`config.mk`:
```
export PLATFORM = sky130hd
export DESIGN_NAME = vtyp_cell
export DESIGN_NICKNAME = d
export VERILOG_FILES = /design/src/hdl/vtyp_pkg.sv /design/src/hdl/vtyp_cell.sv
export SDC_FILE = /design/constraint.sdc
export NUM_CORES = 1
export LEC_CHECK = 0
export BUFFER_PORTS_ARGS = -buffer_cell sky130_fd_sc_hd__buf_2
export CORE_ASPECT_RATIO = 0.9
export CORE_MARGIN = 5
export CORE_UTILIZATION = 55
export CTS_BUF_LIST = sky130_fd_sc_hd__clkbuf_16
export CTS_CLUSTER_DIAMETER = 30
export DETAILED_ROUTE_END_ITERATION = 16
export HOLD_SLACK_MARGIN = 0.03
export MAX_ROUTING_LAYER = met4
export PLACE_DENSITY = 0.8
export SLEW_MARGIN = 20
export SYNTH_ARGS = -nofsm -noshare
export SYNTH_HDL_FRONTEND = slang
export SYNTH_SLANG_ARGS = --single-unit
```
`constraint.sdc`:
```
create_clock -name clk -period 0.8 [get_ports clk]
set_input_delay 0.04 -clock clk [delete_from_list [all_inputs] [get_ports clk]]
set_output_delay 0.04 -clock clk [all_outputs]
set_load 0.03 [all_outputs]
```
`src/hdl/vtyp_pkg.sv`:
```
// vtyp_pkg: shared types, constants and arctangent table for the
// vector to yaw/pitch converter. no dependencies.
`timescale 1ns / 1ps
package vtyp_pkg;

    localparam int COMP_W             = 24;
    localparam int ANGLE_FRAC_DEFAULT = 12;
    localparam int PRESCALE           = 54 - COMP_W;
    localparam int DATA_W             = 58;
    localparam int ACC_W              = 50;
    localparam int STEPS              = 32;
    localparam int DEG_STAGES         = 11;
    localparam int LATENCY            = 1 + 2 * STEPS + DEG_STAGES + 1;

    localparam logic [30:0] GAIN_Q30  = 31'd1768195363;
    localparam logic [63:0] DEG_UNIT  = 64'd1000000000000;
    localparam logic [ACC_W-1:0] HALF_TURN = ACC_W'(64'd180000000000000);

    localparam logic [8:0] DEG_90  = 9'd90;
    localparam logic [8:0] DEG_270 = 9'd270;
    localparam logic [8:0] DEG_360 = 9'd360;

    // atan(2^-i) in units of 1e-12 degree
    localparam logic [ACC_W-2:0] ATAN_TABLE [STEPS] = '{
        49'd45000000000000, 49'd26565051177078, 49'd14036243467926, 49'd7125016348902,
        49'd3576334374997, 49'd1789910608246, 49'd895173710211, 49'd447614170861,
        49'd223810500369, 49'd111905677066, 49'd55952891894, 49'd27976452617,
        49'd13988227142, 49'd6994113675, 49'd3497056851, 49'd1748528427,
        49'd874264214, 49'd437132107, 49'd218566053, 49'd109283027,
        49'd54641513, 49'd27320757, 49'd13660378, 49'd6830189,
        49'd3415095, 49'd1707547, 49'd853774, 49'd426887,
        49'd213443, 49'd106722, 49'd53361, 49'd26680
    };

    typedef struct packed {
        logic signed [COMP_W-1:0] x_component;
        logic signed [COMP_W-1:0] y_component;
        logic signed [COMP_W-1:0] z_component;
    } cmd_t;

    typedef struct packed {
        logic signed [9:0] pitch_angle;
        logic [8:0]        yaw_angle;
    } result_t;

endpackage

```
`src/hdl/vtyp_cell.sv`:
```
// vtyp_cell: one registered cordic vectoring step with a side payload.
// depends on vtyp_pkg.
`timescale 1ns / 1ps
module vtyp_cell #(
    parameter int STEP   = 0,
    parameter int SIDE_W = 1
) (
    input  logic                              clk,
    input  logic                              rst_n,
    input  logic                              in_valid,
    input  logic signed [vtyp_pkg::DATA_W-1:0] in_x,
    input  logic signed [vtyp_pkg::DATA_W-1:0] in_y,
    input  logic signed [vtyp_pkg::ACC_W-1:0]  in_acc,
    input  logic [SIDE_W-1:0]                 in_side,
    output logic                              out_valid,
    output logic signed [vtyp_pkg::DATA_W-1:0] out_x,
    output logic signed [vtyp_pkg::DATA_W-1:0] out_y,
    output logic signed [vtyp_pkg::ACC_W-1:0]  out_acc,
    output logic [SIDE_W-1:0]                 out_side
);
    import vtyp_pkg::*;

    logic signed [DATA_W-1:0] dx, dy, x_next, y_next;
    logic signed [ACC_W-1:0]  angle, acc_next;
    logic                     valid_reg;
    logic signed [DATA_W-1:0] x_reg, y_reg;
    logic signed [ACC_W-1:0]  acc_reg;
    logic [SIDE_W-1:0]        side_reg;

    always_comb
    begin
        dx    = in_y >>> STEP;
        dy    = in_x >>> STEP;
        angle = signed'({1'b0, ATAN_TABLE[STEP]});
        if (!in_y[DATA_W-1])
        begin
            x_next   = in_x + dx;
            y_next   = in_y - dy;
            acc_next = in_acc + angle;
        end
        else
        begin
            x_next   = in_x - dx;
            y_next   = in_y + dy;
            acc_next = in_acc - angle;
        end
    end

    always_ff @(posedge clk or negedge rst_n)
    begin
        if (!rst_n)
            valid_reg <= 1'b0;
        else
            valid_reg <= in_valid;
    end

    always_ff @(posedge clk)
    begin
        x_reg    <= x_next;
        y_reg    <= y_next;
        acc_reg  <= acc_next;
        side_reg <= in_side;
    end

    assign out_valid = valid_reg;
    assign out_x     = x_reg;
    assign out_y     = y_reg;
    assign out_acc   = acc_reg;
    assign out_side  = side_reg;
endmodule

```
==> results.sh, run 1 <==
export IMPL_dieHeight_um=172
export IMPL_yosys_warnings=0
export IMPL_synth_area_leaders="dfxtp_1, ha_1, a21oi_1"
export IMPL_cts_root_to_sink_buffers=2
export IMPL_cts_buffers=17
export IMPL_number_of_flops_mapped_to_enable_cells_by_yosys=0
export IMPL_synthesis_stage_register_bit_count=167
export IMPL_mappedNetlistArea_sq_um=16000
export IMPL_floorplan_initialDensity=0.556
export IMPL_top_level_ports=338
export IMPL_post_synth_inst_count=2114
export IMPL_detailed_place_hpwl_mm=62.2
export IMPL_cts_root_buffer_cell="clkbuf_16"
export IMPL_failed_stage="clock tree synthesis"
export IMPL_cts_post_setup_buffers_inserted=90
export IMPL_place_port_buffers=337
export IMPL_synth_async_sr_flop_share=0.00599
export IMPL_row_count=59
export IMPL_synthDominantCellAreaShare=0.208
export IMPL_clock_sink_count=167
export IMPL_die_width_um=190
export IMPL_seq_area_frac_synth=0.209
export IMPL_outcome="aborted with a tool error"
export IMPL_ctsResizeCount=894
export IMPL_netlist_cell_type_count=85
export IMPL_syn_num_nets=2495
export IMPL_gpl_final_weighted_congestion=1.08
export IMPL_cts_max_level=4
export IMPL_synth_flop_cell="dfxtp_1"
export IMPL_synth_largest_area_cell="dfxtp_1"
export IMPL_cts_hold_fix_buffers=20
export IMPL_synth_avg_cell_area_sq_um=7.57
export IMPL_error="[ERROR DPL-0038] Utilization greater than 100%, impossible to legalize"
==> cells in the mapped netlist, types with 5 or more instances <==
cell type and instances:
a211oi_1 29, a21o_1 65, a21oi_1 287, a221oi_1 11, a22oi_1 5, a311oi_1 5
a31o_2 5, a31oi_1 18, and3_1 7, and4_1 6, buf_1 9, buf_2 22
clkbuf_1 64, dfxtp_1 166, ha_1 207, inv_1 185, mux2i_1 21, nand2_1 126
nand2b_1 17, nand3_1 27, nand3b_1 6, nand4_1 38, nor2_1 160, nor2b_1 26
nor3_1 33, nor4_1 27, o2111ai_1 5, o211ai_1 18, o21a_1 16, o21ai_0 137
o21ai_1 7, o21ba_2 6, o21bai_1 62, o22ai_1 5, o31a_1 8, o31ai_1 17
o41ai_1 5, or2_2 12, or3_1 8, or4_1 10, xnor2_1 118, xor2_1 30
==> kinds of logic after synthesis <==
logic type,synth area share
AO/OA/AOI/OAI,0.301
XOR/XNOR,0.0810
adder cells (fa/ha/maj),0.167
buffers and inverters,0.0707
flip-flops,0.209
multiplexers,0.0138
AND/OR/NAND/NOR,0.158
==> through the flow <==
stage | instances | instance area (sq um) | setup TNS, ps | setup slack [ps] | utilization
3_5_place_dp | 3459 | 24600 | -249480 | -2230 | 0.853
3_3_place_gp | 3459 | 24600 | -237650 | -2130 | 0.853
2_1_floorplan | 2114 | 17500 | -169990 | -1720 | -
==> inputs of run 2 (changes only) <==
Settings changed: CORE_ASPECT_RATIO 0.9 to not set, CORE_UTILIZATION 55 to 40, CTS_BUF_LIST sky130_fd_sc_hd__clkbuf_16 to not set, CTS_CLUSTER_DIAMETER 30 to not set, HOLD_SLACK_MARGIN 0.03 to not set, MAX_ROUTING_LAYER met4 to not set, PLACE_DENSITY 0.8 to not set, PLACE_DENSITY_LB_ADDON set to 0.15.
==> results.sh, run 2 <==
export IMPL_pin_count_of_the_biggest_net_entering_global_routing=68
export IMPL_timing_critical_path_to_type="flip-flop"
export IMPL_synth_async_sr_flop_share=0.00599
export IMPL_fin_nets=3701
export IMPL_cts_buffers=17
export IMPL_place_port_buffers=337
export IMPL_placedInstanceArea_sq_um=25100
export IMPL_vias=22000
export IMPL_final_cells=3860
export IMPL_via_count_of_the_first_global_routing_pass=22200
export IMPL_largest_reg_flops=58
export IMPL_pwr_share_comb=0.602
export IMPL_seq_area_frac_synth=0.209
export IMPL_gpl_final_weighted_congestion=0.961
export IMPL_synth_largest_area_cell="dfxtp_1"
export IMPL_hold_worst_slack_ps=-137
export IMPL_synth_xor_area_frac=0.0810
export IMPL_floorplan_initialDensity=0.404
export IMPL_flow_area_growth_from_synthesis_pct=97.9
export IMPL_start_kind="input pin"
export IMPL_global_route_wire_length_before_repair_mm=125
export IMPL_crit_path_frequent_cell="nor2_4"
export IMPL_cts_reportedPaths_clkPinSlew_ps=80
export IMPL_worst_path_max_fanout=4
export IMPL_detailed_place_hpwl_mm=60.8
export IMPL_share_of_the_clock_period_used_by_the_worst_path_after_layout=3.11
export IMPL_cts_root_buffer_cell="clkbuf_16"
export IMPL_drc_errors=0
export IMPL_clock_sink_count=167
export IMPL_filler_cell_count=2435
export IMPL_drive_gt1_frac=0.599
export IMPL_dr_pass1_iters=6
export IMPL_row_count=73
export IMPL_synthAdderAreaFrac=0.167
export IMPL_synthDominantCellAreaShare=0.208
export IMPL_cellInternalPower_w=0.0297
export IMPL_synthesis_stage_register_bit_count=167
export IMPL_switching_share=0.431
export IMPL_cts_tree="done"
export IMPL_cts_max_level=4
export IMPL_cp_required_ps=1190
export IMPL_vdd_ir_drop_worst_mv=1.87
export IMPL_slew_headroom=0.582
export IMPL_dieHeight_um=210
export IMPL_syn_num_nets=2495
export IMPL_final_critical_path_setup_slack_ps=-1690
export IMPL_floorplan_core_area_sq_um=39600
export IMPL_synth_avg_cell_area_sq_um=7.57
export IMPL_finalHoldViolCount=2
export IMPL_yosys_warnings=0
export IMPL_power_share_clock=0.169
export IMPL_p_total_w=0.0521
export IMPL_failed_checks="negative hold slack, negative setup slack"
export IMPL_unrepaired_setup_endpoints_after_global_routing="true"
export IMPL_mappedNetlistArea_sq_um=16000
export IMPL_worst_slew_pin_transition_ps=627
export IMPL_fmaxAchievable_mhz=401
export IMPL_slowest_stage="o311a_4"
export IMPL_post_synth_inst_count=2114
export IMPL_grt_antenna_before_repair=3
export IMPL_post_place_cells=3665
export IMPL_dominant_combinational_cell_family_by_area_after_synthesis="compound AO/OA/AOI/OAI gates"
export IMPL_final_max_slew_viol_count=0
export IMPL_critPathArrivalTime_ps=2880
export IMPL_p_leak_nw=14.7
export IMPL_power_density_nw_per_um2=1650
export IMPL_timing_critical_path_slowest_cell_delay_ps=410
export IMPL_cts_root_to_sink_buffers=2
export IMPL_route_antenna_remaining_nets=0
export IMPL_setup_viol=314
export IMPL_synth_flop_cell="dfxtp_1"
export IMPL_routed_via_density=5.71
export IMPL_outcome="finished, violations left"
export IMPL_layout_core_utilization=0.799
export IMPL_detail_route_wirelength_mm=88.3
export IMPL_layout_cell_area_non_filler_sq_um=31700
export IMPL_number_of_flops_mapped_to_enable_cells_by_yosys=0
export IMPL_synth_area_leaders="dfxtp_1, ha_1, a21oi_1"
export IMPL_grtUsageTotal=0.358
export IMPL_die_width_um=210
export IMPL_p_switching_w=0.0225
export IMPL_grt_overflow=0
export IMPL_synth_simple_gate_area_frac=0.158
export IMPL_dieArea_sq_um=44100
export IMPL_ys_top_cells_by_count="a21oi_1, ha_1, inv_1"
export IMPL_synth_compound_area_frac=0.301
export IMPL_wl_per_cell_um=22.9
export IMPL_top_level_ports=338
export IMPL_layout_common_cells="buf_4, buf_6, a21oi_1, dfxtp_2, inv_1"
export IMPL_post_synth_top_count_cell="a21oi_1"
export IMPL_detail_route_iter0_violations=2057
export IMPL_cap_viol_max_count=0
export IMPL_mostFrequentLayoutCell="buf_4"
export IMPL_sequentialPowerShare=0.229
export IMPL_critical_path_cell_chain="buf_12 > ha_4 > fa_2 > nand3b_1 > buf_4 > a21oi_4 > nor2_4 > o311a_4 > nor3_4 > nor2_4 > buf_6 > o31ai_4 > o41ai_2 > xnor2_1"
export IMPL_min_path_type="in2reg"
export IMPL_netlist_cell_type_count=85
export IMPL_timing_worst_setup_path_type="in2reg"
export IMPL_final_min_clock_period_ps=2490
export IMPL_synth_area_mux_share=0.0138
==> run 2: worst max-delay path: cells and delay by family <==
kind / cells / cell delay (ps)
compound gates: 4 / 880
simple gates: 4 / 760
fa+ha+maj: 2 / 540
buf+inv: 3 / 490
xor+xnor: 1 / 150
==> run 2: repair_timing <==
item,in CTS,in global routing
pin swaps,243,219
endpoints found under the hold margin,47,6
setup endpoints to repair,313,316
gates cloned,1,0
gates resized for setup,954,278
setup buffers,126,90
hold buffers,20,1
==> run 2: worst paths after layout <==
| check | from | endpoint | slack, ps | depth (start not counted) |
|---|---|---|---|---|
| max | in_x[0] | out_y[56] | -1690 | 14 |
| min | in_acc[48] | out_acc[48] | -140 | 3 |
| max in group asynchronous | rst_n | out_valid | 240 | 3 |
| min in group asynchronous | rst_n | out_valid | 440 | 3 |
==> run 2: routing by layer <==
layer / global-route usage / routed length [um] / share of wire / vias up
met5: 0 / 41 / 0.00046 / -
met3: 0.0598 / 5870 / 0.067 / 316
met1: 0.432 / 34300 / 0.39 / 10600
li1: - / - / - / 9943
met2: 0.635 / 43500 / 0.49 / 1150
met4: 0.140 / 4610 / 0.052 / 6
==> run 2: power by group through the flow <==
stage	Sequential (W)	Clock (W)	Combinational (W)
final	0.0119	0.00881	0.0314
after global routing	0.0120	0.00921	0.0328
after CTS	0.0118	0.00882	0.0286
after detailed placement	0.0111	0	0.0235
after global placement	0.0111	0	0.0233
after floorplan	0.0147	0	0.00936
==> run 2: cell families (layout without fill, tap and decap cells) <==
group,after synthesis,after routing
other,0,2
AO/OA/AOI/OAI,760,760
adder cells (fa/ha/maj),211,211
buffers and inverters,288,1507
AND/OR/NAND/NOR,518,518
XOR/XNOR,148,148
flip-flops,167,167
multiplexers,22,22
==> run 2: area by class of cell <==
type / instances / area [sq um] / share of cell area
Multi-Input combinational cell: 1659 / 15200 / 0.480
Timing Repair Buffer: 1286 / 10800 / 0.341
Sequential cell: 167 / 3570 / 0.113
Inverter: 189 / 833 / 0.0263
Tap cell: 525 / 657 / 0.0207
Clock buffer: 17 / 425 / 0.0134
Clock inverter: 15 / 163 / 0.00513
Antenna cell: 2 / 5.00 / 0.000158
==> run 2: metrics by stage <==
stage | TNS, ps | setup WS (ps)
after detailed placement | -257900 | -2390
after global placement | -255450 | -2410
after floorplan | -169990 | -1720
final | -212230 | -1690
after global routing | -223240 | -1750
after CTS | -199920 | -1600
No activity file was read; power rests on OpenSTA's default activity.
==> inputs of run 3 (changes only) <==
Settings changed: ABC_AREA set to 1.
==> results.sh, run 3 <==
export IMPL_outcome="finished, violations left"
export IMPL_failed_checks="negative hold slack, negative setup slack"
export IMPL_layout_cell_area_non_filler_sq_um=41600
export IMPL_routed_via_density=5.45
export IMPL_global_route_wire_length_before_repair_mm=158
export IMPL_clock_sink_count=167
export IMPL_unrepaired_setup_endpoints_after_global_routing="true"
export IMPL_power_share_clock=0.156
export IMPL_min_path_type="in2reg"
export IMPL_synth_avg_cell_area_sq_um=5.54
export IMPL_share_of_the_clock_period_used_by_the_worst_path_after_layout=2.01
export IMPL_number_of_flops_mapped_to_enable_cells_by_yosys=0
export IMPL_syn_num_nets=4236
export IMPL_finalHoldViolCount=4
export IMPL_dr_pass1_iters=8
export IMPL_min_delay_worst_endpoint="out_acc[13]"
export IMPL_cellInternalPower_w=0.0303
export IMPL_die_width_um=241
export IMPL_detail_route_iter0_violations=2783
export IMPL_largest_reg_flops=58
export IMPL_worst_path_max_fanout=8
export IMPL_insertedDiodeCount=0
export IMPL_fin_nets=5359
export IMPL_cts_tree="done"
export IMPL_cts_max_level=4
export IMPL_post_synth_top_count_cell="nand2_1"
export IMPL_grt_antenna_before_repair=2
export IMPL_drive_gt1_frac=0.592
export IMPL_layout_common_cells="nand2_1, buf_4, inv_1, nand2_2, buf_6"
export IMPL_floorplan_initialDensity=0.405
export IMPL_ys_top_cells_by_count="nand2_1, inv_1, nand3_1"
export IMPL_cts_root_to_sink_buffers=2
export IMPL_pwr_share_comb=0.649
export IMPL_vias=30900
export IMPL_met3_length_mm=10.4
export IMPL_timing_worst_setup_path_type="in2reg"
export IMPL_cts_reportedPaths_clkPinSlew_ps=80
export IMPL_cts_buffers=17
export IMPL_setup_viol=315
export IMPL_drc_errors=0
export IMPL_switching_share=0.474
export IMPL_synthDominantCellAreaShare=0.236
export IMPL_cap_viol_max_count=0
export IMPL_totalNegativeSetupSlack_ps=-119760
export IMPL_seq_area_frac_synth=0.157
export IMPL_worstHoldStart="in_acc[12]"
export IMPL_netlist_cell_type_count=49
export IMPL_dieHeight_um=241
export IMPL_m1WireLength_mm=44.1
export IMPL_cts_hold_fix_buffers=20
export IMPL_critPathArrivalTime_ps=2050
export IMPL_placedInstanceArea_sq_um=31100
export IMPL_gpl_final_weighted_congestion=1.00
export IMPL_start_kind="input pin"
export IMPL_pin_count_of_the_biggest_net_entering_global_routing=82
export IMPL_synth_async_sr_flop_share=0.00599
export IMPL_place_port_buffers=337
export IMPL_final_min_clock_period_ps=1610
export IMPL_sequentialPowerShare=0.194
export IMPL_slew_headroom=0.432
export IMPL_dieArea_sq_um=58100
export IMPL_via_count_of_the_first_global_routing_pass=28600
export IMPL_vdd_ir_drop_worst_mv=1.88
export IMPL_worst_slew_pin_transition_ps=852
export IMPL_row_count=84
export IMPL_mostFrequentLayoutCell="nand2_1"
export IMPL_p_switching_w=0.0273
export IMPL_top_level_ports=338
export IMPL_detailed_place_hpwl_mm=81.7
export IMPL_maxUsedRoutingLayer="met5"
export IMPL_floorplan_core_area_sq_um=52800
export IMPL_cts_root_buffer_cell="clkbuf_16"
export IMPL_grt_overflow=0
export IMPL_flow_area_growth_from_synthesis_pct=94.8
export IMPL_yosys_warnings=0
export IMPL_final_critical_path_setup_slack_ps=-807
export IMPL_post_synth_inst_count=3855
export IMPL_cp_required_ps=1250
export IMPL_p_leak_nw=21.0
export IMPL_met2WireLength_mm=56.3
export IMPL_route_antenna_remaining_nets=0
export IMPL_holdPathStages=2
export IMPL_wl_per_cell_um=21.1
export IMPL_final_max_slew_viol_count=0
export IMPL_detail_route_wirelength_mm=120
export IMPL_power_density_nw_per_um2=1380
export IMPL_mappedNetlistArea_sq_um=21300
export IMPL_hold_worst_slack_ps=-94.0
export IMPL_timing_critical_path_to_type="flip-flop"
export IMPL_synthesis_stage_register_bit_count=167
export IMPL_grtUsageTotal=0.351
export IMPL_synth_area_leaders="nand2_1, dfxtp_1, inv_1"
export IMPL_fmaxAchievable_mhz=622
export IMPL_synth_largest_area_cell="nand2_1"
export IMPL_synth_flop_cell="dfxtp_1"
## run 3: cell count changes in the layout (fill, tap and decap cells not counted), moves of 92 or more
cell	before	now
nand3_1	22	148
inv_1	154	538
nand2_1	103	790
nand2_2	16	402
nand2_4	7	139
inv_2	16	169
a21oi_1	191	86
buf_4	793	619
nand3_2	4	96
nor2_4	17	178
## run 3: worst max-delay path by stage
| stage | end | startpoint |
|---|---|---|
| 2_1_floorplan | out_acc[39] | in_y[57] |
| 3_3_place_gp | out_y[32] | in_y[0] |
| 3_5_place_dp | out_y[56] | in_y[0] |
| 4_1_cts | out_x[48] | in_x[30] |
| 5_1_grt | out_acc[34] | in_y[57] |
| 6_report | out_acc[34] | in_y[57] |
## run 3: per-stage QoR
| stage | util | power (W) | cells | hold slack [ps] | setup slack (ps) |
|---|---|---|---|---|---|
| after floorplan | - | 0.0262 | 3855 | -256 | -1010 |
| after global placement | 0.589 | 0.0368 | 5429 | -186 | -1340 |
| after detailed placement | 0.589 | 0.0369 | 5429 | -184 | -1370 |
| after CTS | 0.717 | 0.0523 | 5578 | -145 | -557 |
| after global routing | 0.788 | 0.0595 | 5679 | -100 | -843 |
| final | 0.788 | 0.0575 | 5679 | -94.0 | -807 |
## run 3: power groups by stage
stage / combinational [W] / clock, W / sequential, W
3_5_place_dp: 0.0263 / 0 / 0.0106
6_report: 0.0374 / 0.00898 / 0.0112
4_1_cts: 0.0323 / 0.00893 / 0.0111
5_1_grt: 0.0390 / 0.00929 / 0.0113
3_3_place_gp: 0.0262 / 0 / 0.0106
2_1_floorplan: 0.0127 / 0 / 0.0135
## run 3: layer usage
metal / up-vias / track usage
met2: 1808 / 0.602
met4: 4 / 0.168
met3: 586 / 0.0558
li1: 14200 / -
met1: 14400 / 0.430
met5: - / 0
## run 3: cells by family (layout without fill, tap and decap cells)
logic type | Yosys count | count (layout) | synth area share
simple gates | 2063 | 2063 | 0.406
flops | 167 | 167 | 0.157
xor+xnor | 71 | 71 | 0.0291
fa+ha+maj | 211 | 211 | 0.125
compound gates | 489 | 489 | 0.123
buf+inv | 854 | 1990 | 0.160
## run 3: area by class of cell
cell class | count | area, sq um
clock buffers | 17 | 425
fillers | 3538 | 11200
well taps | 688 | 861
repair buffers | 1181 | 10800
flip-flops and latches | 167 | 3570
clock inverters | 15 | 154
inverters | 775 | 3190
multi-input cells | 2834 | 22600
repair inverters | 2 | 27.5
## run 3: what timing repair did
item | 4_1_cts | 5_1_grt
hold endpoints to repair | 40 | 3
gates cloned | 3 | 0
gates resized for setup | 1555 | 763
pin swaps | 415 | 456
buffers inserted | 101 | 108
setup endpoints to repair | 315 | 315
## run 3: worst max-delay path: stages
cell      delay, ps
buf_16          140
buf_16          170
ha_4            330
nand2_4          80
nor2_4          140
nand4_1         230
o211ai_1        290
nand2_1         110
nand2_2         130
nand3_2         110
nand2_1          90
nand2_1          70
nand2_1         100
