$ cat src/hdl/vtyp_pkg.sv
// vtyp_pkg: shared types, constants and arctangent table for the
// vector to yaw/pitch converter. no dependencies.
`timescale 1ns / 1ps
package vtyp_pkg;

    localparam int COMP_W             = 24;
    localparam int ANGLE_FRAC_DEFAULT = 12;
    localparam int PRESCALE           = 54 - COMP_W;
    localparam int DATA_W             = 58;
    localparam int ACC_W              = 50;
    localparam int STEPS              = 32;
    localparam int DEG_STAGES         = 11;
    localparam int LATENCY            = 1 + 2 * STEPS + DEG_STAGES + 1;

    localparam logic [30:0] GAIN_Q30  = 31'd1768195363;
    localparam logic [63:0] DEG_UNIT  = 64'd1000000000000;
    localparam logic [ACC_W-1:0] HALF_TURN = ACC_W'(64'd180000000000000);

    localparam logic [8:0] DEG_90  = 9'd90;
    localparam logic [8:0] DEG_270 = 9'd270;
    localparam logic [8:0] DEG_360 = 9'd360;

    // atan(2^-i) in units of 1e-12 degree
    localparam logic [ACC_W-2:0] ATAN_TABLE [STEPS] = '{
        49'd45000000000000, 49'd26565051177078, 49'd14036243467926, 49'd7125016348902,
        49'd3576334374997, 49'd1789910608246, 49'd895173710211, 49'd447614170861,
        49'd223810500369, 49'd111905677066, 49'd55952891894, 49'd27976452617,
        49'd13988227142, 49'd6994113675, 49'd3497056851, 49'd1748528427,
        49'd874264214, 49'd437132107, 49'd218566053, 49'd109283027,
        49'd54641513, 49'd27320757, 49'd13660378, 49'd6830189,
        49'd3415095, 49'd1707547, 49'd853774, 49'd426887,
        49'd213443, 49'd106722, 49'd53361, 49'd26680
    };

    typedef struct packed {
        logic signed [COMP_W-1:0] x_component;
        logic signed [COMP_W-1:0] y_component;
        logic signed [COMP_W-1:0] z_component;
    } cmd_t;

    typedef struct packed {
        logic signed [9:0] pitch_angle;
        logic [8:0]        yaw_angle;
    } result_t;

endpackage

$ cat src/hdl/vtyp_deg.sv
// vtyp_deg: pipelined conversion of an accumulated angle to whole degrees
// wrapped to 0..359 (abs stage, nine quotient cells, rounding stage). uses vtyp_pkg.
`timescale 1ns / 1ps
module vtyp_deg #(
    parameter int FRAC_BITS = vtyp_pkg::ANGLE_FRAC_DEFAULT
) (
    input  logic                             clk,
    input  logic                             rst_n,
    input  logic                             in_valid,
    input  logic signed [vtyp_pkg::ACC_W-1:0] in_acc,
    output logic                             out_valid,
    output logic [8:0]                       out_deg
);
    import vtyp_pkg::*;

    localparam int QB = 9;
    localparam logic [63:0] ROUND_HALF = DEG_UNIT >> 1;
    localparam logic [63:0] ROUND_LIM  = DEG_UNIT << FRAC_BITS;

    logic                 v_reg   [QB+1];
    logic                 neg_reg [QB+1];
    logic [ACC_W-2:0]     rem_reg [QB+1];
    logic [QB-1:0]        quo_reg [QB+1];
    logic                 fv_reg;
    logic [8:0]           deg_reg;

    logic [ACC_W-1:0]     abs_val;
    logic                 round_up;
    logic [8:0]           ip, deg_next;

    assign abs_val = in_acc[ACC_W-1] ? ACC_W'(-in_acc) : ACC_W'(in_acc);

    always_ff @(posedge clk or negedge rst_n)
    begin
        if (!rst_n)
            v_reg[0] <= 1'b0;
        else
            v_reg[0] <= in_valid;
    end

    always_ff @(posedge clk)
    begin
        neg_reg[0] <= in_acc[ACC_W-1];
        rem_reg[0] <= abs_val[ACC_W-2:0];
        quo_reg[0] <= '0;
    end

    genvar k;
    generate
        for (k = 0; k < QB; k++)
        begin : g_div
            localparam logic [ACC_W-2:0] TH = (ACC_W-1)'(DEG_UNIT << (QB - 1 - k));
            logic hit;
            assign hit = rem_reg[k] >= TH;

            always_ff @(posedge clk or negedge rst_n)
            begin
                if (!rst_n)
                    v_reg[k+1] <= 1'b0;
                else
                    v_reg[k+1] <= v_reg[k];
            end

            always_ff @(posedge clk)
            begin
                neg_reg[k+1] <= neg_reg[k];
                rem_reg[k+1] <= hit ? rem_reg[k] - TH : rem_reg[k];
                quo_reg[k+1] <= quo_reg[k] | (QB'(hit) << (QB - 1 - k));
            end
        end
    endgenerate

    // fraction rounds up onto the next integer degree; a negative angle wraps to 360 minus it
    always_comb
    begin
        round_up = ((64'(rem_reg[QB]) << FRAC_BITS) + ROUND_HALF) >= ROUND_LIM;
        ip       = quo_reg[QB] + 9'(round_up);
        if (neg_reg[QB] && ip != 9'd0)
            deg_next = DEG_360 - ip;
        else
            deg_next = ip;
    end

    always_ff @(posedge clk or negedge rst_n)
    begin
        if (!rst_n)
            fv_reg <= 1'b0;
        else
            fv_reg <= v_reg[QB];
    end

    always_ff @(posedge clk)
    begin
        deg_reg <= deg_next;
    end

    assign out_valid = fv_reg;
    assign out_deg   = deg_reg;
endmodule

$ cat config.mk
export PLATFORM = sky130hd
export DESIGN_NAME = vtyp_deg
export DESIGN_NICKNAME = d
export VERILOG_FILES = /design/src/hdl/vtyp_pkg.sv /design/src/hdl/vtyp_deg.sv
export SDC_FILE = /design/constraint.sdc
export NUM_CORES = 1
export LEC_CHECK = 0
export ABC_AREA = 1
export BUFFER_PORTS_ARGS = -buffer_cell sky130_fd_sc_hd__buf_2
export CORE_MARGIN = 5
export CORE_UTILIZATION = 35
export DETAILED_ROUTE_END_ITERATION = 10
export GPL_TIMING_DRIVEN = 0
export HOLD_SLACK_MARGIN = 0.05
export PLACE_DENSITY = 0.62
export RECOVER_POWER = 25
export SYNTH_ARGS = -nofsm -noshare
export SYNTH_HDL_FRONTEND = slang
export SYNTH_SLANG_ARGS = --single-unit
export TNS_END_PERCENT = 20
$ cat constraint.sdc
create_clock -name clk -period 3.1 [get_ports clk]
set_input_delay 0.775 -clock clk [delete_from_list [all_inputs] [get_ports clk]]
set_output_delay 0.775 -clock clk [all_outputs]
set_load 0.01 [all_outputs]
# Yosys cells after proc, flatten, opt, wreduce, memory -nomap -nowiden

Memory sizes are Yosys's and may differ from the RTL's.
Cells that the tools add are included.

Output and inout bits: 10
Register bits after elaboration: 20
Memories kept: 3
Input port bits: 53
Memory bits (writable): 590

$add $sub $neg: 13
Order comparisons: 10
Muxes and demuxes: 11
Reductions and logical operators: 2
Bitwise gates (word level): 9

Memories:

| name    | depth | width | rd ports | clocked after Yosys merged registers in | wr ports | RTL line       | RTL |
|---|---|---|---|---|---|---|---|
| rem_reg | 10    | 49    | 10       | 0                                       | 10       | vtyp_deg.sv:22 | `logic [ACC_W-2:0] rem_reg [QB+1];` |
| quo_reg | 10    | 9     | 10       | 0                                       | 10       | vtyp_deg.sv:23 | `logic [QB-1:0] quo_reg [QB+1];` |
| neg_reg | 10    | 1     | 10       | 0                                       | 10       | vtyp_deg.sv:21 | `logic neg_reg [QB+1];` |

Operators with widths:

| kind                                                                | count |
|---|---|
| two-way mux 49 bit                                                  | 10 |
| greater-or-equal comparator 64 x 52 -> 1 bit, second input constant | 1 |
| adder 61 x 39 -> 62 bit, second input constant                      | 1 |
| greater-or-equal comparator 49 x 40 -> 1 bit, second input constant | 1 |
| greater-or-equal comparator 49 x 41 -> 1 bit, second input constant | 1 |
| greater-or-equal comparator 49 x 42 -> 1 bit, second input constant | 1 |
| greater-or-equal comparator 49 x 43 -> 1 bit, second input constant | 1 |
| greater-or-equal comparator 49 x 44 -> 1 bit, second input constant | 1 |
| greater-or-equal comparator 49 x 45 -> 1 bit, second input constant | 1 |
| greater-or-equal comparator 49 x 46 -> 1 bit, second input constant | 1 |
| greater-or-equal comparator 49 x 47 -> 1 bit, second input constant | 1 |
| greater-or-equal comparator 49 x 48 -> 1 bit, second input constant | 1 |
| negator 49 bit                                                      | 1 |
| subtractor 49 x 40 -> 49 bit, second input constant                 | 1 |
| subtractor 49 x 41 -> 49 bit, second input constant                 | 1 |
| subtractor 49 x 42 -> 49 bit, second input constant                 | 1 |
| subtractor 49 x 43 -> 49 bit, second input constant                 | 1 |
| subtractor 49 x 44 -> 49 bit, second input constant                 | 1 |
| subtractor 49 x 45 -> 49 bit, second input constant                 | 1 |
| subtractor 49 x 46 -> 49 bit, second input constant                 | 1 |
| subtractor 49 x 47 -> 49 bit, second input constant                 | 1 |
| subtractor 49 x 48 -> 49 bit, second input constant                 | 1 |
| adder 9 x 1 -> 9 bit                                                | 1 |
| two-way mux 9 bit                                                   | 1 |
| 12 further kinds                                                    | 12 |

# Logic depth before layout (Yosys ltp)

Gate-level depths: netlist of run 1.
An unclocked memory read counts as a cell.

Depth after elaboration: 7
Mapped depth: 29

# Worst setup path before layout of run 1

No wires, ideal clock.

Kind: register to register
Start point: mem rem_reg[9][19] in the netlist's numbering
End point: reg deg_reg[6], in the netlist out_deg[6]
Period minus slack after synthesis: 3.191 ns
Arrival: 3.065 ns
Path buffers: 2
Cell stages (with the launch flop): 29
Library setup time: 0.127 ns
Required time: 2.973 ns
Setup slack: -0.091 ns
Cells stage by stage: dfxtp_1 buf_4 nand2_1 nor2_1 nand2_1 nor2_2 nand2_2 nand2_4 buf_6 nand3_1 nand2_1 nand3_1 nor2_1 nand2_1 nor2_2 nand3_1 nand3_1 ha_1 xor2_1 inv_1 ha_1 nand2_1 nor2_1 and3_1 nand4_1 nand2_1 inv_1 o21ai_0 xor2_1

RTL lines:

| element              | RTL line       | RTL |
|---|---|---|
| from (decl)          | vtyp_deg.sv:22 |  |
| to (signal assigned) | vtyp_deg.sv:94 | `deg_reg <= deg_next;` |
| to (decl)            | vtyp_deg.sv:25 | `logic [8:0] deg_reg;` |

==> results.json, run 1 <==
{
  "status": "complete, but fails checks",
  "violations": "negative setup slack",
  "die_x_um": 291.0,
  "post_drt_wl_per_cell_um": 13.69,
  "setup_slack_ps": -437.4,
  "period_share": 1.141,
  "grt_use_total": 0.1621,
  "final_cells": 5201,
  "crit_required_ps": 3600,
  "clockBufferDepth": 3,
  "antennaDiodeCount": 0,
  "syn-instance-count": 3954,
  "end_kind": "flop",
  "die_y_um": 291.0,
  "min_path_type": "input pin to flop",
  "synth.avg_cell_area_um2": 6.991,
  "final_common_cell": "nand2_1",
  "finalHoldViolations": 0,
  "ant_nets": 0,
  "io_pins": 63,
  "cts_root_buffer": "clkbuf_16",
  "largest_reg_flops": 487,
  "yosys_warnings": 0,
  "grt_pass1_wl_um": 116100,
  "post_route_cells_drive_above_1_share": 0.1137,
  "ir_worst_vdd_mv": 0.5110,
  "path_class": "flop to flop",
  "overflow": 0,
  "place_area_um2": 29280,
  "crit_buf_inv": 8,
  "worst-path-max-fanout": 6,
  "dr.first_iter.drc_count": 1436,
  "grt_max_degree": 17,
  "fin_crit_ps": 3537,
  "gp_congestion": 0.9276,
  "rsz0062_at_grt": "yes",
  "cp_slowest_cell": "dfxtp_4",
  "synthArstFlopShare": 0.01957,
  "arrival_ps": 4040,
  "synth_nets": 4025,
  "syn_area_um2": 27640,
  "wl_um": 71220,
  "cap_violations": 0,
  "grt_antenna_before_repair": 0,
  "start_util": 0.3516,
  "fin_area_um2": 32090,
  "grt_pass1_vias": 23720,
  "synth_cell_type_count": 63,
  "ys_ff_latch": 562,
  "clk_transition_reported_paths_ps": 60,
  "power_density_nw_per_um2": 1055,
  "ff2ff_setup_slack_ps": -440,
  "dp.cells": 5066,
  "layout_common_cells": "nand2_1 (971), dfxtp_1 (525), inv_1 (514)",
  "cts_tree": "yes",
  "cellLeakagePower_uw": 0.01512,
  "nets": 4179,
  "fmaxAchievable_ghz": 0.2827,
  "dp_hpwl_um": 57190,
  "final_max_slew_viol_count": 0,
  "worstSkewPairLatency_ps": 620,
  "synth-edff-count": 0,
  "cp_top_family": "simple AND/OR/NAND/NOR gates",
  "fp.coreArea_um2": 78610,
  "portBuffers": 62,
  "drt-pass1-iter-count": 8,
  "num_vias": 24640,
  "clkSinkCount": 562,
  "remaining_drc_errors": 0,
  "synth-main-ff-cell": "dfxtp_1",
  "area_growth_pct": 16.10,
  "viasPerCell": 4.737,
  "cts_made_buffers": 53,
  "worst_pin_slew_ps": 640.3,
  "skew_ps": 33.29,
  "yosysSeqAreaShare": 0.4090,
  "setup_violations": 8,
  "htree_levels": 2,
  "startpoint_type": "flop",
  "power_uw": 33850,
  "critPathMaxStageDelay_ps": 370,
  "dieArea_um2": 84700,
  "rows": 103,
  "slew-limit-headroom": 0.5692
}
-- final timing paths --
check	startpoint	endpoint	depth (start not counted)
max	rem_reg[9][18]$_DFF_P_	out_deg[7]$_DFF_P_	29
max reg2reg	rem_reg[9][18]$_DFF_P_	out_deg[7]$_DFF_P_	29
min	in_valid	v_reg[9]$_DFF_PN0_	1
max in group asynchronous	rst_n	v_reg[0]$_DFF_PN0_	2
min reg2reg	quo_reg[8][8]$_DFF_P_	quo_reg[9][8]$_DFF_P_	0
min in group asynchronous	rst_n	v_reg[9]$_DFF_PN0_	2
-- final cells by class --
class	count	area, µm²
Buffer	53	322.8
Clock buffer	67	1449
Clock inverter	31	491.7
Fill cell	8224	46520
Inverter	550	2085
Multi-Input combinational cell	2789	14440
Sequential cell	562	11370
Tap cell	1050	1314
Timing Repair Buffer	99	620.6
-- cells in the mapped netlist (all sizes together), types with 8 or more instances --
cell | count | share of area
a21oi | 129 | 0.024
a31oi | 20 | 0.0045
buf | 44 | 0.010
clkbuf | 9 | 0.0012
dfrtp | 11 | 0.010
dfxtp | 551 | 0.40
ha | 18 | 0.0081
inv | 550 | 0.075
nand2 | 1027 | 0.14
nand3 | 254 | 0.047
nand3b | 23 | 0.0062
nand4 | 60 | 0.014
nor2 | 525 | 0.075
nor3 | 81 | 0.017
nor4 | 57 | 0.013
o211ai | 13 | 0.0037
o21ai | 208 | 0.038
o21bai | 8 | 0.0022
o31ai | 10 | 0.0027
or2 | 17 | 0.0039
xnor2 | 47 | 0.015
xor2 | 228 | 0.072
-- where the power goes --
| group | internal [µW] | total [µW] | switching [µW] |
|---|---|---|---|
| registers | 9890 | 12500 | 2570 |
| logic | 5260 | 14400 | 9140 |
| clock network | 4190 | 7000 | 2810 |
-- cell families (layout without fill, tap and decap cells) --
family,count (synthesis),in the layout,synth area share
simple gates,2059,2059,0.3199
xor+xnor,275,275,0.08713
flops,562,562,0.4090
fa+ha+maj,18,18,0.008148
compound gates,437,437,0.08967
buf+inv,603,800,0.08618
-- per-layer routing --
layer / GRT usage / part of all wire
met1: 0.1905 / 0.42
met2: 0.3001 / 0.51
met3: 0.01915 / 0.034
met4: 0.06357 / 0.037
met5: 0 / 0
-- metrics by stage --
stage / setup WS, ps / setup TNS [ps] / util / hold slack (ps)
2_1_floorplan: 4.527 / 0 / - / 309.6
3_3_place_gp: -696.0 / -5253 / 0.3725 / 310.0
3_5_place_dp: -687.0 / -5173 / 0.3725 / 312.1
4_1_cts: -397.7 / -2922 / 0.4031 / 230.4
5_1_grt: -671.2 / -5112 / 0.4082 / 238.2
6_report: -437.4 / -3130 / 0.4082 / 272.3
-- timing repair --
| action | 4_1_cts | 5_1_grt |
|---|---|---|
| resized for setup | 86 | 101 |
| hold buffers | 1 | 0 |
| pin swaps | 24 | 44 |
| endpoints found under the hold margin | 11 | 0 |
| gates cloned | 1 | 0 |
| setup endpoints to repair | 8 | 8 |
| setup buffers | 21 | 15 |
Power figures use the tool's default switching activity.
==> run 2: changes to the inputs <==
- CORE_UTILIZATION: 35 -> 45
- PLACE_DENSITY: 0.62 -> 0.74
==> run 2 against run 1 <==
- the run still ends with negative setup slack left
- largest power group unchanged
- hold slack worse by 17 ps
- sequential power about the same
- largest cell class unchanged
- clock power down 4.0%
- final cell count down 5.2%
- clock skew up 24 ps
- first-iteration DRC count up 15%
==> results.json, run 2 (same netlist as run 1, synthesis figures left out) <==
{
  "fin_crit_ps": 3626,
  "drt-pass1-iter-count": 8,
  "viasPerCell": 5.063,
  "grt_max_degree": 18,
  "whs_endpoint": "v_reg[9]$_DFF_PN0_",
  "setup_violations": 8,
  "worst-path-max-fanout": 6,
  "power.share.switching": 0.4307,
  "portBuffers": 62,
  "power_density_nw_per_um2": 1062,
  "die_x_um": 257.8,
  "p_comb_frac": 0.429,
  "largest_reg_flops": 487,
  "post_route_cells_drive_above_1_share": 0.1025,
  "internal_power_uw": 19080,
  "worstSkewPairLatency_ps": 630,
  "final_max_slew_viol_count": 0,
  "rsz0062_at_grt": "yes",
  "area_growth_pct": 14.14,
  "cts_root_buffer": "clkbuf_16",
  "final_cells": 4930,
  "crit_required_ps": 3600,
  "period_share": 1.170,
  "dp_hpwl_um": 54970,
  "grt_antenna_before_repair": 0,
  "clk_transition_reported_paths_ps": 60,
  "ir_worst_vdd_mv": 0.5559,
  "min_from": "in_valid",
  "start_util": 0.4563,
  "holdPathStages": 1,
  "cp_slowest_cell": "dfxtp_4",
  "cts_tree": "yes",
  "dr.first_iter.drc_count": 1658,
  "seq_power_share": 0.371,
  "worst_pin_slew_ps": 666.1,
  "nets": 4175,
  "pre_cts_ws_ps": -727.0,
  "final_core_util": 0.5208,
  "worstReg2RegEnd": "out_deg[8]$_DFF_P_",
  "grt_pass1_vias": 23830,
  "gp_congestion": 0.9385,
  "violations": "negative setup slack",
  "antennaDiodeCount": 0,
  "wl_um": 69950,
  "post_drt_wl_per_cell_um": 14.19,
  "worstReg2RegStart": "rem_reg[9][24]$_DFF_P_",
  "setup_slack_ps": -526.0,
  "clkSinkCount": 562,
  "layout_common_cells": "nand2_1 (985), dfxtp_1 (525), inv_1 (518)",
  "final_common_cell": "nand2_1",
  "dieArea_um2": 66480,
  "end_kind": "flop",
  "ant_nets": 0,
  "io_pins": 63,
  "clkPwrFrac": 0.200,
  "grt_use_total": 0.2036,
  "overflow": 0,
  "path_class": "flop to flop",
  "slew-limit-headroom": 0.5519,
  "die_y_um": 257.8,
  "p_switching_uw": 14430,
  "arrival_ps": 4130,
  "dp.cells": 4798,
  "finalHoldViolations": 0,
  "htree_levels": 2,
  "status": "complete, but fails checks",
  "min_path_type": "input pin to flop",
  "remaining_drc_errors": 0,
  "fp.coreArea_um2": 60580,
  "filler_cell_count": 5818,
  "num_vias": 24960,
  "cellLeakagePower_uw": 0.01505,
  "skew_ps": 57.25,
  "fmaxAchievable_ghz": 0.2758,
  "critPathMaxStageDelay_ps": 370,
  "reg2reg_depth": 29,
  "grt_pass1_wl_um": 114600,
  "rows": 90,
  "clockBufferDepth": 3,
  "cap_violations": 0,
  "cts_made_buffers": 53,
  "ff2ff_setup_slack_ps": -530,
  "holdWs_ps": 255.0,
  "startpoint_type": "flop"
}
==> run 2: cell count changes in the layout (fill, tap and decap cells not counted), moves of 4 or more <==
cell       previous run  this run
nand3_2              17         6
inv_1               514       518
nand3_1             233       244
nor2_4               22        18
inv_2                28        24
nor2_1              475       481
nand2_2              47        32
nand2_1             971       985
clkbuf_1             18        25
bufinv_16            10         6
clkinv_2             12         7
==> run 2: how the worst max path moves through the flow <==
stage	slack [ps]	depth (start not counted)	to	start
floorplan	5	28	out_deg[6]$_DFF_P_	rem_reg[9][18]$_DFF_P_
global placement	-670	25	out_deg[6]$_DFF_P_	rem_reg[9][27]$_DFF_P_
detailed placement	-730	23	out_deg[6]$_DFF_P_	rem_reg[9][12]$_DFF_P_
CTS	-390	29	out_deg[8]$_DFF_P_	rem_reg[9][26]$_DFF_P_
global route	-840	26	out_deg[6]$_DFF_P_	rem_reg[9][7]$_DFF_P_
finish	-530	29	out_deg[8]$_DFF_P_	rem_reg[9][24]$_DFF_P_
==> run 2: through the flow <==
step | setup TNS, ps | cell area (µm²) | total power, µW
finish | -3718 | 31550 | 33510
global route | -6205 | 31550 | 36330
CTS | -2906 | 31350 | 33300
detailed placement | -5401 | 28950 | 25970
global placement | -4875 | 28950 | 25810
floorplan | 0 | 27660 | 22270
==> run 2: cell type report <==
| cell class | count | area, µm² | share of cell area |
|---|---|---|---|
| sequential | 562 | 11370 | 0.3603 |
| clock buffer | 77 | 1516 | 0.04806 |
| buffer | 53 | 322.8 | 0.01023 |
| clock inverter | 22 | 354.1 | 0.01122 |
| tap | 782 | 978.4 | 0.03101 |
| inverter | 550 | 2085 | 0.06607 |
| multi-input combinational | 2789 | 14320 | 0.4540 |
| timing repair buffer | 95 | 603.1 | 0.01911 |
==> run 2: layer usage <==
| metal | GRT usage | up-vias | part of all wire |
|---|---|---|---|
| met3 | 0.02208 | 190 | 0.038 |
| met5 | 0 | - | 0 |
| met1 | 0.2389 | 11220 | 0.42 |
| met2 | 0.3771 | 641 | 0.51 |
| li1 | - | 12910 | - |
| met4 | 0.08529 | 0 | 0.040 |
==> run 2: critical path, delay by kind of cell (launching register included) <==
| family | cells | cell delay (ps) |
|---|---|---|
| XOR/XNOR | 2 | 330 |
| buffers and inverters | 6 | 630 |
| adder cells (fa/ha/maj) | 2 | 340 |
| AND/OR/NAND/NOR | 18 | 1670 |
| AO/OA/AOI/OAI | 1 | 150 |
| flip-flops | 1 | 370 |
==> run 2: repair_timing <==
action                                  in CTS  in global routing
pin swaps                                   29                 20
endpoints found under the setup margin       8                  8
endpoints found under the hold margin       11                  0
buffers inserted                            23                  8
hold buffers                                 1                  0
cloned                                       1                  0
resized for setup                          100                 45
==> run 2: power by group through the flow <==
stage | Combinational (µW) | Clock [µW] | Sequential, µW
final | 14400 | 6720 | 12400
after global routing | 16400 | 7190 | 12800
after CTS | 14100 | 6870 | 12300
after detailed placement | 13600 | 0 | 12400
after global placement | 13400 | 0 | 12400
after floorplan | 10700 | 0 | 11600
==> run 3: changes to the inputs <==
- SETUP_SLACK_MARGIN: default -> 0.4
==> run 3 against run 2 <==
- the flow still finishes with violations (negative setup slack)
- design area is 1.8% higher
- core utilization rose by 0.96 points
- clock power is 7.6% higher
- clock skew down 11 ps
- final cell count rose by 0.22%
- combinational power hardly changed
- sequential share of layout area shrank 0.58 points
- maximum frequency increased by 5.4%
- non-clock buffer count is 10 higher
- register-to-register slack better by 180 ps
- critical path type unchanged
- critical endpoint is now out_deg[7]$_DFF_P_
==> results.json, run 3 (same netlist as run 1, synthesis figures left out) <==
{
  "dp.cells": 4798,
  "grt_use_total": 0.2049,
  "cts_made_buffers": 53,
  "path_class": "flop to flop",
  "grt_max_degree": 17,
  "post_route_cells_drive_above_1_share": 0.1267,
  "cellLeakagePower_uw": 0.01523,
  "worst_pin_slew_ps": 698.2,
  "rsz0062_at_grt": "yes",
  "finalHoldViolations": 0,
  "end_kind": "flop",
  "final_max_slew_viol_count": 0,
  "final_common_cell": "nand2_1",
  "period_share": 1.110,
  "ir_worst_vdd_mv": 0.6288,
  "clk_transition_reported_paths_ps": 60,
  "slew-limit-headroom": 0.5296,
  "drt-pass1-iter-count": 5,
  "start_util": 0.4563,
  "seq_power_share": 0.364,
  "grt_pass1_wl_um": 115100,
  "setup_slack_ps": -341.2,
  "post_drt_wl_per_cell_um": 14.36,
  "filler_cell_count": 5740,
  "wl_um": 70950,
  "worst-path-max-fanout": 8,
  "overflow": 0,
  "viasPerCell": 5.083,
  "largest_reg_flops": 487,
  "htree_levels": 2,
  "final_cells": 4941,
  "fp.coreArea_um2": 60580,
  "fmaxAchievable_ghz": 0.2906,
  "dr.first_iter.drc_count": 1551,
  "cts_tree": "yes",
  "die_x_um": 257.8,
  "layout_common_cells": "nand2_1 (963), dfxtp_1 (516), inv_1 (511)",
  "dieArea_um2": 66480,
  "min_path_type": "input pin to flop",
  "p_switching_uw": 14670,
  "worstSkewPairLatency_ps": 620,
  "holdWs_ps": 277.2,
  "num_vias": 25110,
  "grt_antenna_before_repair": 0,
  "ant_nets": 0,
  "grt_pass1_vias": 24060,
  "p_comb_frac": 0.426,
  "die_y_um": 257.8,
  "violations": "negative setup slack",
  "clockBufferDepth": 3,
  "status": "complete, but fails checks",
  "setup_violations": 8,
  "area_growth_pct": 16.24,
  "arrival_ps": 3920,
  "portBuffers": 62,
  "antennaDiodeCount": 0,
  "pre_cts_ws_ps": -713.1,
  "final_core_util": 0.5304,
  "power_density_nw_per_um2": 1070,
  "fin_crit_ps": 3441,
  "remaining_drc_errors": 0,
  "internal_power_uw": 19710,
  "rows": 90,
  "power.share.switching": 0.4266,
  "clkSinkCount": 562,
  "crit_required_ps": 3580,
  "nets": 4185,
  "io_pins": 63,
  "gp_congestion": 0.9407,
  "skew_ps": 45.89,
  "cts_root_buffer": "clkbuf_16",
  "dp_hpwl_um": 55170,
  "clkPwrFrac": 0.210,
  "tns_ps": -2413,
  "startpoint_type": "flop",
  "cap_violations": 0
}
-- run 3: changes by cell type in the layout (fill, tap and decap cells not counted), sizes merged --
cell / change
inv: +2
clkbuf: -4
clkinv: -1
buf: +8
bufinv: +6
-- run 3: final cells by class --
type / instances / area [µm²] / area share
sequential: 562 / 11390 / 0.3545
tap: 782 / 978.4 / 0.03045
clock inverter: 29 / 521.8 / 0.01624
inverter: 550 / 2092 / 0.06511
clock buffer: 71 / 1504 / 0.04680
timing repair buffer: 105 / 660.6 / 0.02056
buffer: 53 / 327.8 / 0.01020
multi-input combinational: 2789 / 14660 / 0.4561
-- run 3: routing by layer --
layer / routed length, µm / share of wire / global-route usage
met1: 28920 / 0.41 / 0.2338
met2: 36220 / 0.51 / 0.3880
met3: 2934 / 0.041 / 0.02394
met4: 2878 / 0.041 / 0.08262
met5: 0 / 0 / 0
-- run 3: repair_timing --
item | in CTS | in global routing
setup endpoints to repair | 33 | 95
gates cloned | 1 | 0
pin swaps | 33 | 70
endpoints found under the hold margin | 11 | 0
buffers inserted | 26 | 15
hold buffers | 1 | 0
resized for setup | 109 | 146
-- run 3: path summary, 6_finish.rpt --
path	startpoint	endpoint	depth (start not counted)	slack (ps)
hold / removal	in_valid	v_reg[9]$_DFF_PN0_	1	280
min in group asynchronous	rst_n	v_reg[8]$_DFF_PN0_	2	560
setup / recovery	rem_reg[9][21]$_DFF_P_	out_deg[7]$_DFF_P_	26	-340
setup reg to reg	rem_reg[9][21]$_DFF_P_	out_deg[7]$_DFF_P_	26	-340
hold reg to reg	quo_reg[1][8]$_DFF_P_	quo_reg[2][8]$_DFF_P_	0	320
max in group asynchronous	rst_n	v_reg[3]$_DFF_PN0_	2	2340
-- run 3: power by group through the flow --
| stage | Combinational (µW) | Sequential, µW | Clock, µW |
|---|---|---|---|
| after floorplan | 10700 | 11600 | 0 |
| after global placement | 13500 | 12400 | 0 |
| after detailed placement | 13600 | 12400 | 0 |
| after CTS | 14000 | 12400 | 7360 |
| after global routing | 16600 | 12800 | 7670 |
| final | 14600 | 12500 | 7230 |
-- run 3: critical path, cell delays in order (launching register included) --
cell and delay [ps]:
dfxtp_4 400, buf_12 110, nand2_4 50, nor2_4 90, nand2_2 70, nor2_4 110
nand2_2 80, nand2_4 120, buf_6 140, nand3_4 70, nand2_2 80, nand3_2 50
nor2_1 120, nand2_2 80, nor2_4 100, nand3_2 100, nand3_4 140, ha_4 170
nand3_4 80, nor2_4 120, nand4_1 200, xor2_2 220, nand4_1 120, nand2_2 120
inv_4 120, nand3_2 70, xor2_1 150
-- run 3: metrics by stage --
stage                     instance area, µm²  power, µW
final                                  32130      34380
after global routing                   32130      37060
after CTS                              31510      33790
after floorplan                        27670      22290
after detailed placement               28960      25980
after global placement                 28960      25830
